`src/rtl/cab_pkg.sv`:
```
// cab_pkg: shared types, constants and blend helpers for the cropped alpha blit
// no dependencies; imported by every module under rtl/
package cab_pkg;

    localparam int SCREEN_WIDTH  = 160;
    localparam int SCREEN_HEIGHT = 80;
    localparam int QUEUE_DEPTH   = 4;
    localparam int QPTR_W        = $clog2(QUEUE_DEPTH);
    localparam int QCNT_W        = $clog2(QUEUE_DEPTH + 1);

    localparam logic [31:0] SPREAD_MASK = 32'h07E0_F81F;

    // configuration register indexes
    localparam logic [2:0] CFG_ORIGIN_X     = 3'd0;
    localparam logic [2:0] CFG_ORIGIN_Y     = 3'd1;
    localparam logic [2:0] CFG_IMAGE_WIDTH  = 3'd2;
    localparam logic [2:0] CFG_IMAGE_HEIGHT = 3'd3;
    localparam logic [2:0] CFG_BACKGROUND   = 3'd4;
    localparam logic [2:0] CFG_BLEND_ENABLE = 3'd5;

    typedef struct packed {
        logic [15:0] pixel_color;
        logic [7:0]  alpha_value;
    } cab_in_t;

    typedef struct packed {
        logic [7:0]  screen_x;
        logic [6:0]  screen_y;
        logic [15:0] out_color;
    } cab_out_t;

    typedef struct packed {
        logic signed [15:0] origin_x;
        logic signed [15:0] origin_y;
        logic [14:0]        image_width;
        logic [14:0]        image_height;
        logic [15:0]        background_color;
        logic               blend_enable;
    } cab_cfg_t;

    // one on-screen pixel waiting for the back end
    typedef struct packed {
        logic [7:0]  screen_x;
        logic [6:0]  screen_y;
        logic [15:0] pixel_color;
        logic [7:0]  alpha_value;
    } cab_work_t;

    // rgb565 -> green in the upper half, red and blue in the lower half
    function automatic logic [31:0] spread565(input logic [15:0] c);
        return {5'b0, c[10:5], 5'b0, c[15:11], 6'b0, c[4:0]};
    endfunction

    function automatic logic [15:0] pack565(input logic [31:0] t);
        return {t[15:11], t[26:21], t[4:0]};
    endfunction

endpackage

```
`src/rtl/cab_front.sv`:
```
// cab_front: raster counters, screen placement and clipping
// depends on cab_pkg
module cab_front import cab_pkg::*; (
    input  logic      aclk,
    input  logic      aresetn,
    input  cab_cfg_t  cfg,
    input  logic      s_valid,
    output logic      s_ready,
    input  cab_in_t   s_data,
    input  logic      q_full,
    output logic      q_push,
    output cab_work_t q_data
);

    logic [14:0]        column_count_reg, column_count_next;
    logic [14:0]        row_count_reg, row_count_next;
    logic [14:0]        col_inc, row_inc;
    logic signed [16:0] sx, sy;
    logic               on_screen, accept;

    assign s_ready = !q_full;
    assign accept  = s_valid && s_ready;

    assign sx = 17'(cfg.origin_x) + $signed({2'b00, column_count_reg});
    assign sy = 17'(cfg.origin_y) + $signed({2'b00, row_count_reg});

    assign on_screen = (sx >= 17'sd0) && (sx < 17'(SCREEN_WIDTH))
                    && (sy >= 17'sd0) && (sy < 17'(SCREEN_HEIGHT));

    assign q_push               = accept && on_screen;
    assign q_data.screen_x      = sx[7:0];
    assign q_data.screen_y      = sy[6:0];
    assign q_data.pixel_color   = s_data.pixel_color;
    assign q_data.alpha_value   = s_data.alpha_value;

    // a size of zero behaves as one; a counter past a shrunk size wraps
    always_comb begin
        col_inc           = column_count_reg + 15'd1;
        row_inc           = row_count_reg + 15'd1;
        column_count_next = col_inc;
        row_count_next    = row_count_reg;
        if (col_inc >= cfg.image_width || col_inc == 15'd0) begin
            column_count_next = '0;
            row_count_next    = row_inc;
            if (row_inc >= cfg.image_height || row_inc == 15'd0) begin
                row_count_next = '0;
            end
        end
    end

    always_ff @(posedge aclk) begin
        if (!aresetn) begin
            column_count_reg <= '0;
            row_count_reg    <= '0;
        end else if (accept) begin
            column_count_reg <= column_count_next;
            row_count_reg    <= row_count_next;
        end
    end

endmodule

```
`src/rtl/cab_queue.sv`:
```
// cab_queue: short fifo that decouples pixel classification from blending
// depends on cab_pkg
module cab_queue import cab_pkg::*; (
    input  logic      aclk,
    input  logic      aresetn,
    input  logic      push,
    input  cab_work_t push_data,
    output logic      full,
    input  logic      pop,
    output logic      head_valid,
    output cab_work_t head_data
);

    cab_work_t         store_reg [QUEUE_DEPTH];
    logic [QPTR_W-1:0] wr_ptr_reg, rd_ptr_reg;
    logic [QCNT_W-1:0] count_reg, count_next;

    assign full       = (count_reg == QCNT_W'(QUEUE_DEPTH));
    assign head_valid = (count_reg != '0);
    assign head_data  = store_reg[rd_ptr_reg];

    always_comb begin
        count_next = count_reg;
        if (push && !pop) count_next = count_reg + 1'b1;
        else if (pop && !push) count_next = count_reg - 1'b1;
    end

    always_ff @(posedge aclk) begin
        if (!aresetn) begin
            wr_ptr_reg <= '0;
            rd_ptr_reg <= '0;
            count_reg  <= '0;
        end else begin
            if (push) wr_ptr_reg <= (wr_ptr_reg == QPTR_W'(QUEUE_DEPTH - 1)) ? '0
                                                                             : wr_ptr_reg + 1'b1;
            if (pop)  rd_ptr_reg <= (rd_ptr_reg == QPTR_W'(QUEUE_DEPTH - 1)) ? '0
                                                                             : rd_ptr_reg + 1'b1;
            count_reg <= count_next;
        end
    end

    always_ff @(posedge aclk) begin
        if (push) store_reg[wr_ptr_reg] <= push_data;
    end

`ifndef SYNTH
    a_no_overflow: assert property (@(posedge aclk) disable iff (!aresetn)
        full |-> !push)
        else $error("queue written while full");
    a_no_underflow: assert property (@(posedge aclk) disable iff (!aresetn)
        pop |-> head_valid)
        else $error("queue popped while empty");
    a_count_in_range: assert property (@(posedge aclk) disable iff (!aresetn)
        count_reg <= QCNT_W'(QUEUE_DEPTH))
        else $error("queue count out of range");
    a_push_only_grows: assert property (@(posedge aclk) disable iff (!aresetn)
        push && !pop |=> count_reg == $past(count_reg) + 1'b1)
        else $error("queue count did not follow a push");
`endif

endmodule

```
`src/rtl/cab_back.sv`:
```
// cab_back: alpha blend in spread rgb565 form and the output register
// depends on cab_pkg
module cab_back import cab_pkg::*; (
    input  logic      aclk,
    input  logic      aresetn,
    input  cab_cfg_t  cfg,
    input  logic      head_valid,
    input  cab_work_t head_data,
    output logic      pop,
    output logic      m_valid,
    input  logic      m_ready,
    output cab_out_t  m_data
);

    logic        m_valid_reg;
    cab_out_t    m_data_reg, m_data_next;
    logic [8:0]  alpha_sum;
    logic [5:0]  alpha_q;
    logic [31:0] fg, bg, diff, prod, blend;

    assign alpha_sum = {1'b0, head_data.alpha_value} + 9'd4;
    assign alpha_q   = alpha_sum[8:3];
    assign fg        = spread565(head_data.pixel_color);
    assign bg        = spread565(cfg.background_color);
    assign diff      = fg - bg;
    assign prod      = diff * {26'b0, alpha_q};
    assign blend     = ({5'b0, prod[31:5]} + bg) & SPREAD_MASK;

    always_comb begin
        m_data_next.screen_x  = head_data.screen_x;
        m_data_next.screen_y  = head_data.screen_y;
        m_data_next.out_color = cfg.blend_enable ? pack565(blend) : head_data.pixel_color;
    end

    assign pop     = head_valid && (!m_valid_reg || m_ready);
    assign m_valid = m_valid_reg;
    assign m_data  = m_data_reg;

    always_ff @(posedge aclk) begin
        if (!aresetn) begin
            m_valid_reg <= 1'b0;
        end else if (!m_valid_reg || m_ready) begin
            m_valid_reg <= head_valid;
        end
    end

    always_ff @(posedge aclk) begin
        if (pop) m_data_reg <= m_data_next;
    end

endmodule

```
`src/rtl/cropped_alpha_blit.sv`:
```
// cropped_alpha_blit: top level; configuration registers, front, queue and back
// depends on cab_pkg, cab_front, cab_queue, cab_back
//
// Draws an image, streamed in raster order, onto a 160x80 rgb565 screen. Each
// input beat is one image pixel (rgb565 color plus 8-bit alpha); internal
// column/row counters, wrapping at image_width x image_height, place it at
// (origin_x + column, origin_y + row). Pixels that land off screen are dropped
// and give no output beat, but still advance the counters. Each on-screen pixel
// gives one output beat with its screen coordinates and either the raw color
// (blend_enable = 0) or the color blended over background_color with alpha
// rounded to 0..32 (blend_enable = 1). A size register of zero acts as one.
// Throughput is one pixel per clock while s_ready is high: the front end
// classifies a pixel in the cycle it is accepted and pushes it into a
// four-entry queue; the back end blends the queue head (one 32x6 multiply)
// into the output register. An on-screen pixel is written into the queue,
// then moved from its head into the output register, which raises m_valid.
// The queue lets s_ready stay high while a result waits on m_ready; s_ready
// drops only when the queue is full. Configuration writes take effect on the
// next clock and must be made while no pixel is in flight.
module cropped_alpha_blit import cab_pkg::*; (
    input  logic        aclk,
    input  logic        aresetn,
    // configuration write port
    input  logic        cfg_we,
    input  logic [2:0]  cfg_index,
    input  logic [15:0] cfg_wdata,
    // pixel input
    input  logic        s_valid,
    output logic        s_ready,
    input  cab_in_t     s_data,
    // screen write output
    output logic        m_valid,
    input  logic        m_ready,
    output cab_out_t    m_data
);

    cab_cfg_t  cfg_reg;
    logic      q_push, q_full, q_pop, q_head_valid;
    cab_work_t q_push_data, q_head_data;

    // configuration registers; unknown indexes are ignored
    always_ff @(posedge aclk) begin
        if (!aresetn) begin
            cfg_reg.origin_x         <= '0;
            cfg_reg.origin_y         <= '0;
            cfg_reg.image_width      <= 15'd1;
            cfg_reg.image_height     <= 15'd1;
            cfg_reg.background_color <= '0;
            cfg_reg.blend_enable     <= 1'b0;
        end else if (cfg_we) begin
            case (cfg_index)
                CFG_ORIGIN_X:     cfg_reg.origin_x         <= $signed(cfg_wdata);
                CFG_ORIGIN_Y:     cfg_reg.origin_y         <= $signed(cfg_wdata);
                CFG_IMAGE_WIDTH:  cfg_reg.image_width      <= cfg_wdata[14:0];
                CFG_IMAGE_HEIGHT: cfg_reg.image_height     <= cfg_wdata[14:0];
                CFG_BACKGROUND:   cfg_reg.background_color <= cfg_wdata;
                CFG_BLEND_ENABLE: cfg_reg.blend_enable     <= cfg_wdata[0];
                default: ;
            endcase
        end
    end

    // front end: counters and clipping, pushes on-screen pixels only
    cab_front u_front (
        .aclk    (aclk),
        .aresetn (aresetn),
        .cfg     (cfg_reg),
        .s_valid (s_valid),
        .s_ready (s_ready),
        .s_data  (s_data),
        .q_full  (q_full),
        .q_push  (q_push),
        .q_data  (q_push_data)
    );

    // decoupling queue between classification and blending
    cab_queue u_queue (
        .aclk       (aclk),
        .aresetn    (aresetn),
        .push       (q_push),
        .push_data  (q_push_data),
        .full       (q_full),
        .pop        (q_pop),
        .head_valid (q_head_valid),
        .head_data  (q_head_data)
    );

    // back end: blend and output register
    cab_back u_back (
        .aclk       (aclk),
        .aresetn    (aresetn),
        .cfg        (cfg_reg),
        .head_valid (q_head_valid),
        .head_data  (q_head_data),
        .pop        (q_pop),
        .m_valid    (m_valid),
        .m_ready    (m_ready),
        .m_data     (m_data)
    );

endmodule

```
`config.mk`:
```
export PLATFORM = sky130hd
export DESIGN_NAME = cropped_alpha_blit
export DESIGN_NICKNAME = d
export VERILOG_FILES = /design/src/rtl/cab_pkg.sv /design/src/rtl/cab_front.sv /design/src/rtl/cab_queue.sv /design/src/rtl/cab_back.sv /design/src/rtl/cropped_alpha_blit.sv
export SDC_FILE = /design/constraint.sdc
export NUM_CORES = 1
export LEC_CHECK = 0
export BUFFER_PORTS_ARGS = -buffer_cell sky130_fd_sc_hd__buf_2
export CORE_MARGIN = 2
export CORE_UTILIZATION = 57
export DETAILED_ROUTE_END_ITERATION = 12
export GPL_TIMING_DRIVEN = 1
export PLACE_DENSITY = 0.77
export SLEW_MARGIN = 20
export SYNTH_ARGS = -nofsm -noshare
export SYNTH_HDL_FRONTEND = slang
export SYNTH_SLANG_ARGS = --single-unit
export TNS_END_PERCENT = 1
```
`constraint.sdc`:
```
create_clock -name aclk -period 9 [get_ports aclk]
set_input_delay 0.45 -clock aclk [delete_from_list [all_inputs] [get_ports aclk]]
set_output_delay 0.45 -clock aclk [all_outputs]
set_load 0.02 [all_outputs]
```
-- Word level (Yosys, flattened, before mapping)
Memories as Yosys holds them, arrays and structs flattened. A register that Yosys moved wholly into a read port is not among the register bits.
Index checks and enable logic that the tools add are counted.
Widths: inputs -> output; s select.
- register bits after elaboration: 148
- bits in latches: 0
- memory bits (writable): 156
- memory bits (read-only): 0
- output and inout port bits: 33
- memories kept: 1
- memories (name ; depth ; bits a word ; rd ports ; clocked after Yosys merged registers in ; wr ports ; line ; RTL):
    u_queue.store_reg ; 4 ; 39 ; 1 ; 1 ; 1 ; cab_queue.sv:14 ; cab_work_t store_reg [QUEUE_DEPTH];
- add/subtract/negate cells: 11
- $mul: 1
- divide/modulo/power cells: 0
- order comparisons: 6
- eq/ne operators: 8
- shifts and indexed selects: 0
- muxes and demuxes: 11
- bitwise operators: 0
- reductions and logical operators: 27
- operators with widths (kind ; count):
    $add 16x16->17 ; 2
    $ge 17x1->1 const B ; 2
    $mul 32x6->32 ; 1
    $add 15x1->15 const B ; 2
    $ge 15x15->1 ; 2
    $logic_not 15->1 ; 2
    $mux 15 ; 2
    $sub 27x27->28 ; 1
    $add 27x27->27 ; 1
    $lt 17x8->1 const B ; 1
    $lt 17x9->1 const B ; 1
    $mux 16 ; 1
    $reduce_and 2->1 ; 7
    $add 8x3->9 const B ; 1
    $eq 3x3->1 const B ; 3
    $logic_and 1x1->1 ; 8
    $mux 2 ; 4
    $eq 3x2->1 const B ; 2
    $mux 3 ; 2
    $add 2x1->2 const B ; 2
    $eq 2x2->1 const B ; 2
    $logic_not 1->1 ; 4
    $add 3x1->3 const B ; 1
    $eq 3x1->1 const B ; 1
    6 further kinds ; 9

-- Depth between registers and ports, before layout
- word-level depth: 10
- mapped depth: 39
- gate-level depth less buffers: 36

-- Cells and area by module
A second synthesis with hierarchy kept.
- cells, all modules: 2010
- area, all modules: 21080.2 um^2
- by module, submodules not included (module ; times used ; cells an instance ; area each (um^2)):
    cab_back ; 1 ; 895 ; 7681.1
    cab_queue ; 1 ; 247 ; 6077.1
    cab_front ; 1 ; 588 ; 4415.5
    cropped_alpha_blit ; 1 ; 280 ; 2906.5

-- Worst setup path before layout
OpenSTA, ideal clock, no wires.
- kind: reg-to-reg
- from: register with a tool-made name
- to: register u_back.m_data_reg, in the netlist u_back.m_data[10] (data pin)
- library setup time: 0.266 ns
- data arrival time: 8.416 ns
- data required time: 8.734 ns
- slack: 0.318 ns
- cell stages (with the launch flop): 37
- buffers on the path: 4
- cells stage by stage: dfxtp_1 buf_6 buf_6 buf_1 mux4_2 inv_1 ha_1 inv_1 fa_1 a21o_1 a21oi_1 fa_1 nand2b_1 fa_1 fa_1 inv_1 fa_1 ha_1 clkbuf_1 a21o_1 a22oi_1 o211a_1 o31ai_4 o221a_2 o21ai_2 o21ai_0 and2_1 a21oi_1 xnor2_1 ha_1 nand2_1 nor4b_1 mux2i_1 a211oi_1 nor3_1 mux2i_1 nand4_1
- RTL lines (what ; line ; RTL):
    end signal, assigned ; cab_back.sv:48 ; if (pop) m_data_reg <= m_data_next;
    end, declared ; cab_back.sv:16 ; cab_out_t m_data_reg, m_data_next;

==> flow_summary.json <==
{
  "cp_common_cell": "a21oi_1",
  "clock_skew_ps": 19.9,
  "crit_required_ps": 9290,
  "io_pins": 81,
  "holdBufCountCts": 0,
  "maxCapViolCount": 0,
  "status": "finished clean",
  "fin_nets": 2444,
  "synth_seq_cells": 298,
  "largest_reg_flops": 148,
  "final.setup.tns_ps": 0,
  "cp-endpoint": "u_back.m_data[8]",
  "rows": 69,
  "grt_pass1_wl_microns": 77600,
  "overflow": 0,
  "core_sq_um": 35400,
  "path_clk_slew_ps": 70,
  "dp_hpwl_microns": 35700,
  "routedWlPerCell_microns": 18.4,
  "register_area_sq_um": 7760,
  "startpoint_type": "flip-flop",
  "fp.dieW_microns": 193,
  "grt_pass1_vias": 15200,
  "critPathArrivalTime_ps": 8920,
  "cts_sinks": 298,
  "slew_headroom_pct": 32.1,
  "via_count": 15400,
  "die_h_microns": 193,
  "yosysUniqueCellTypes": 90,
  "drt_iter0_markers": 1174,
  "clk_latency_ps": 550,
  "cp-end-kind": "flip-flop",
  "htreeDepth": 1,
  "ys_seq_area_share_pct": 38.1,
  "worstSetupPathType": "reg2reg",
  "postRouteAntennaNets": 0,
  "finalSetupViolCount": 0,
  "stdcell_area_sq_um": 22500,
  "drc": 0,
  "reg2regPathDepth": 37,
  "worst_slew_pin_slew_ps": 1020,
  "r2r-end": "u_back.m_data[8]",
  "postSynthCellCount": 2058,
  "slew_violations": 0,
  "worstPathMaxFanout": 9,
  "fillers": 2749,
  "drive_above_1_share_pct": 12.0,
  "syn_nets": 2353,
  "r2r_slack_ps": 380,
  "cts_tree": "built",
  "final_cell_mix": "277 x nand2_1, 225 x inv_1, 179 x edfxtp_1",
  "clk_path_buf_depth": 3,
  "period_needed_ps": 8620,
  "syn_avg_cell_area_sq_um": 9.90,
  "hp-class": "in2reg",
  "final_hold_viol_count": 0,
  "cts_buffers": 29,
  "synth-main-ff-cell": "edfxtp_1",
  "gp_congestion": 0.934,
  "synthArstFlopShare_pct": 0,
  "dpl_cell_area_sq_um": 21400,
  "synth_edf_count": 179,
  "period_share_pct": 95.8,
  "drt_first_pass_iters": 5,
  "initial_core_util_pct": 57.5,
  "die-area_sq_um": 37300,
  "antenna_found_initial": 4,
  "timing.fmax_mhz": 116,
  "vias_per_cell": 5.83,
  "drt-total-wl_microns": 48500,
  "io_buffers": 78,
  "clockRootBuffer": "clkbuf_16",
  "area_growth_pct": 10.3,
  "slowest_delay_ps": 540,
  "multi_input_area_sq_um": 11500,
  "worst_path_max_delay_cell": "mux4_2",
  "ys_warn_count": 0,
  "syn_area_sq_um": 20400,
  "grt.total_usage_pct": 26.4,
  "grt_start_max_net_pins": 96,
  "layout.cells.most_common": "nand2_1"
}
==> area by class of cell <==
cell class              count  area share, %
multi-input cells        1461           51.3
inverters                 229           3.83
diodes                      4         0.0446
well taps                 461           2.57
flip-flops and latches    298           34.6
clock inverters            19          0.863
repair buffers            130           3.49
clock buffers              32           3.33
==> how the worst min path moves through the flow <==
| stage | start | end | slack [ps] | cells after the start |
|---|---|---|---|---|
| final | s_data[22] | u_queue.store_reg[0][22] | 120 | 1 |
| after detailed placement | cfg_reg[37] | cfg_reg[37] | 450 | 2 |
| after global placement | cfg_reg[31] | cfg_reg[31] | 440 | 2 |
| after CTS | s_data[7] | u_queue.store_reg[3][7] | 100 | 1 |
| after floorplan | cfg_reg[18] | cfg_reg[18] | 440 | 2 |
| after global routing | s_data[13] | u_queue.store_reg[3][13] | 110 | 1 |
==> cells in the mapped netlist, types with 6 or more instances <==
library cell | instances | area [sq um]
nand2_1 | 277 | 1040
inv_1 | 225 | 845
edfxtp_1 | 179 | 5380
nor2_1 | 174 | 653
a21oi_1 | 163 | 816
ha_1 | 134 | 1680
dfxtp_1 | 119 | 2380
fa_1 | 113 | 2260
xnor2_1 | 59 | 517
clkbuf_1 | 58 | 218
a21o_1 | 44 | 330
nand3_1 | 42 | 210
o21ai_0 | 42 | 210
xor2_1 | 36 | 315
mux4_2 | 33 | 743
nand2b_1 | 29 | 181
nor3_1 | 29 | 145
mux2i_1 | 18 | 180
nor2b_1 | 17 | 106
and2_1 | 16 | 100
o21bai_1 | 15 | 113
nand4_1 | 12 | 75.1
a31oi_1 | 11 | 68.8
or3_1 | 11 | 68.8
and3_1 | 10 | 62.6
o21a_1 | 10 | 75.1
or2_2 | 10 | 62.6
a211oi_1 | 9 | 67.6
mux2_2 | 9 | 101
nand3b_1 | 8 | 60.1
a22oi_1 | 7 | 52.6
o21ai_1 | 7 | 35.0
o31ai_1 | 7 | 52.6
o211ai_1 | 6 | 45.0
==> routing by layer <==
metal  share of wire, %  vias up  GRT usage [%]
met1                 41     7439           33.9
met5                  0        -              0
li1                   -     7300              -
met2                 49      526           45.7
met4                3.8        0           10.1
met3                6.6      100           3.55
==> stage by stage <==
| step | hold slack (ps) | instances | utilization, % | worst slack (ps) |
|---|---|---|---|---|
| 2_1_floorplan | 436 | 2058 | - | 318 |
| 3_3_place_gp | 445 | 2573 | 60.6 | 431 |
| 3_5_place_dp | 450 | 2573 | 60.6 | 170 |
| 4_1_cts | 103 | 2624 | 63.2 | 116 |
| 5_1_grt | 110 | 2634 | 63.5 | -20.6 |
| 6_report | 117 | 2634 | 63.5 | 375 |
==> critical path, delay by kind of cell, from the launching register on <==
kind / cells / cell delay, ps
simple gates: 5 / 570
xor+xnor: 2 / 410
compound gates: 15 / 2740
fa+ha+maj: 7 / 2800
mux: 2 / 820
flops: 1 / 430
buf+inv: 6 / 600
==> cell families after synthesis <==
| group | synth area share [%] |
|---|---|
| flops | 38.1 |
| fa+ha+maj | 19.3 |
| buf+inv | 5.66 |
| simple gates | 15.2 |
| xor+xnor | 4.25 |
| compound gates | 11.8 |
| mux | 5.62 |
==> timing repair <==
action,in CTS,in global routing
setup endpoints to repair,0,4
setup buffers,0,6
resized for setup,0,7
Power is not shown: default switching activity piles up to over one toggle a cycle in this logic, so the estimate is an artifact.
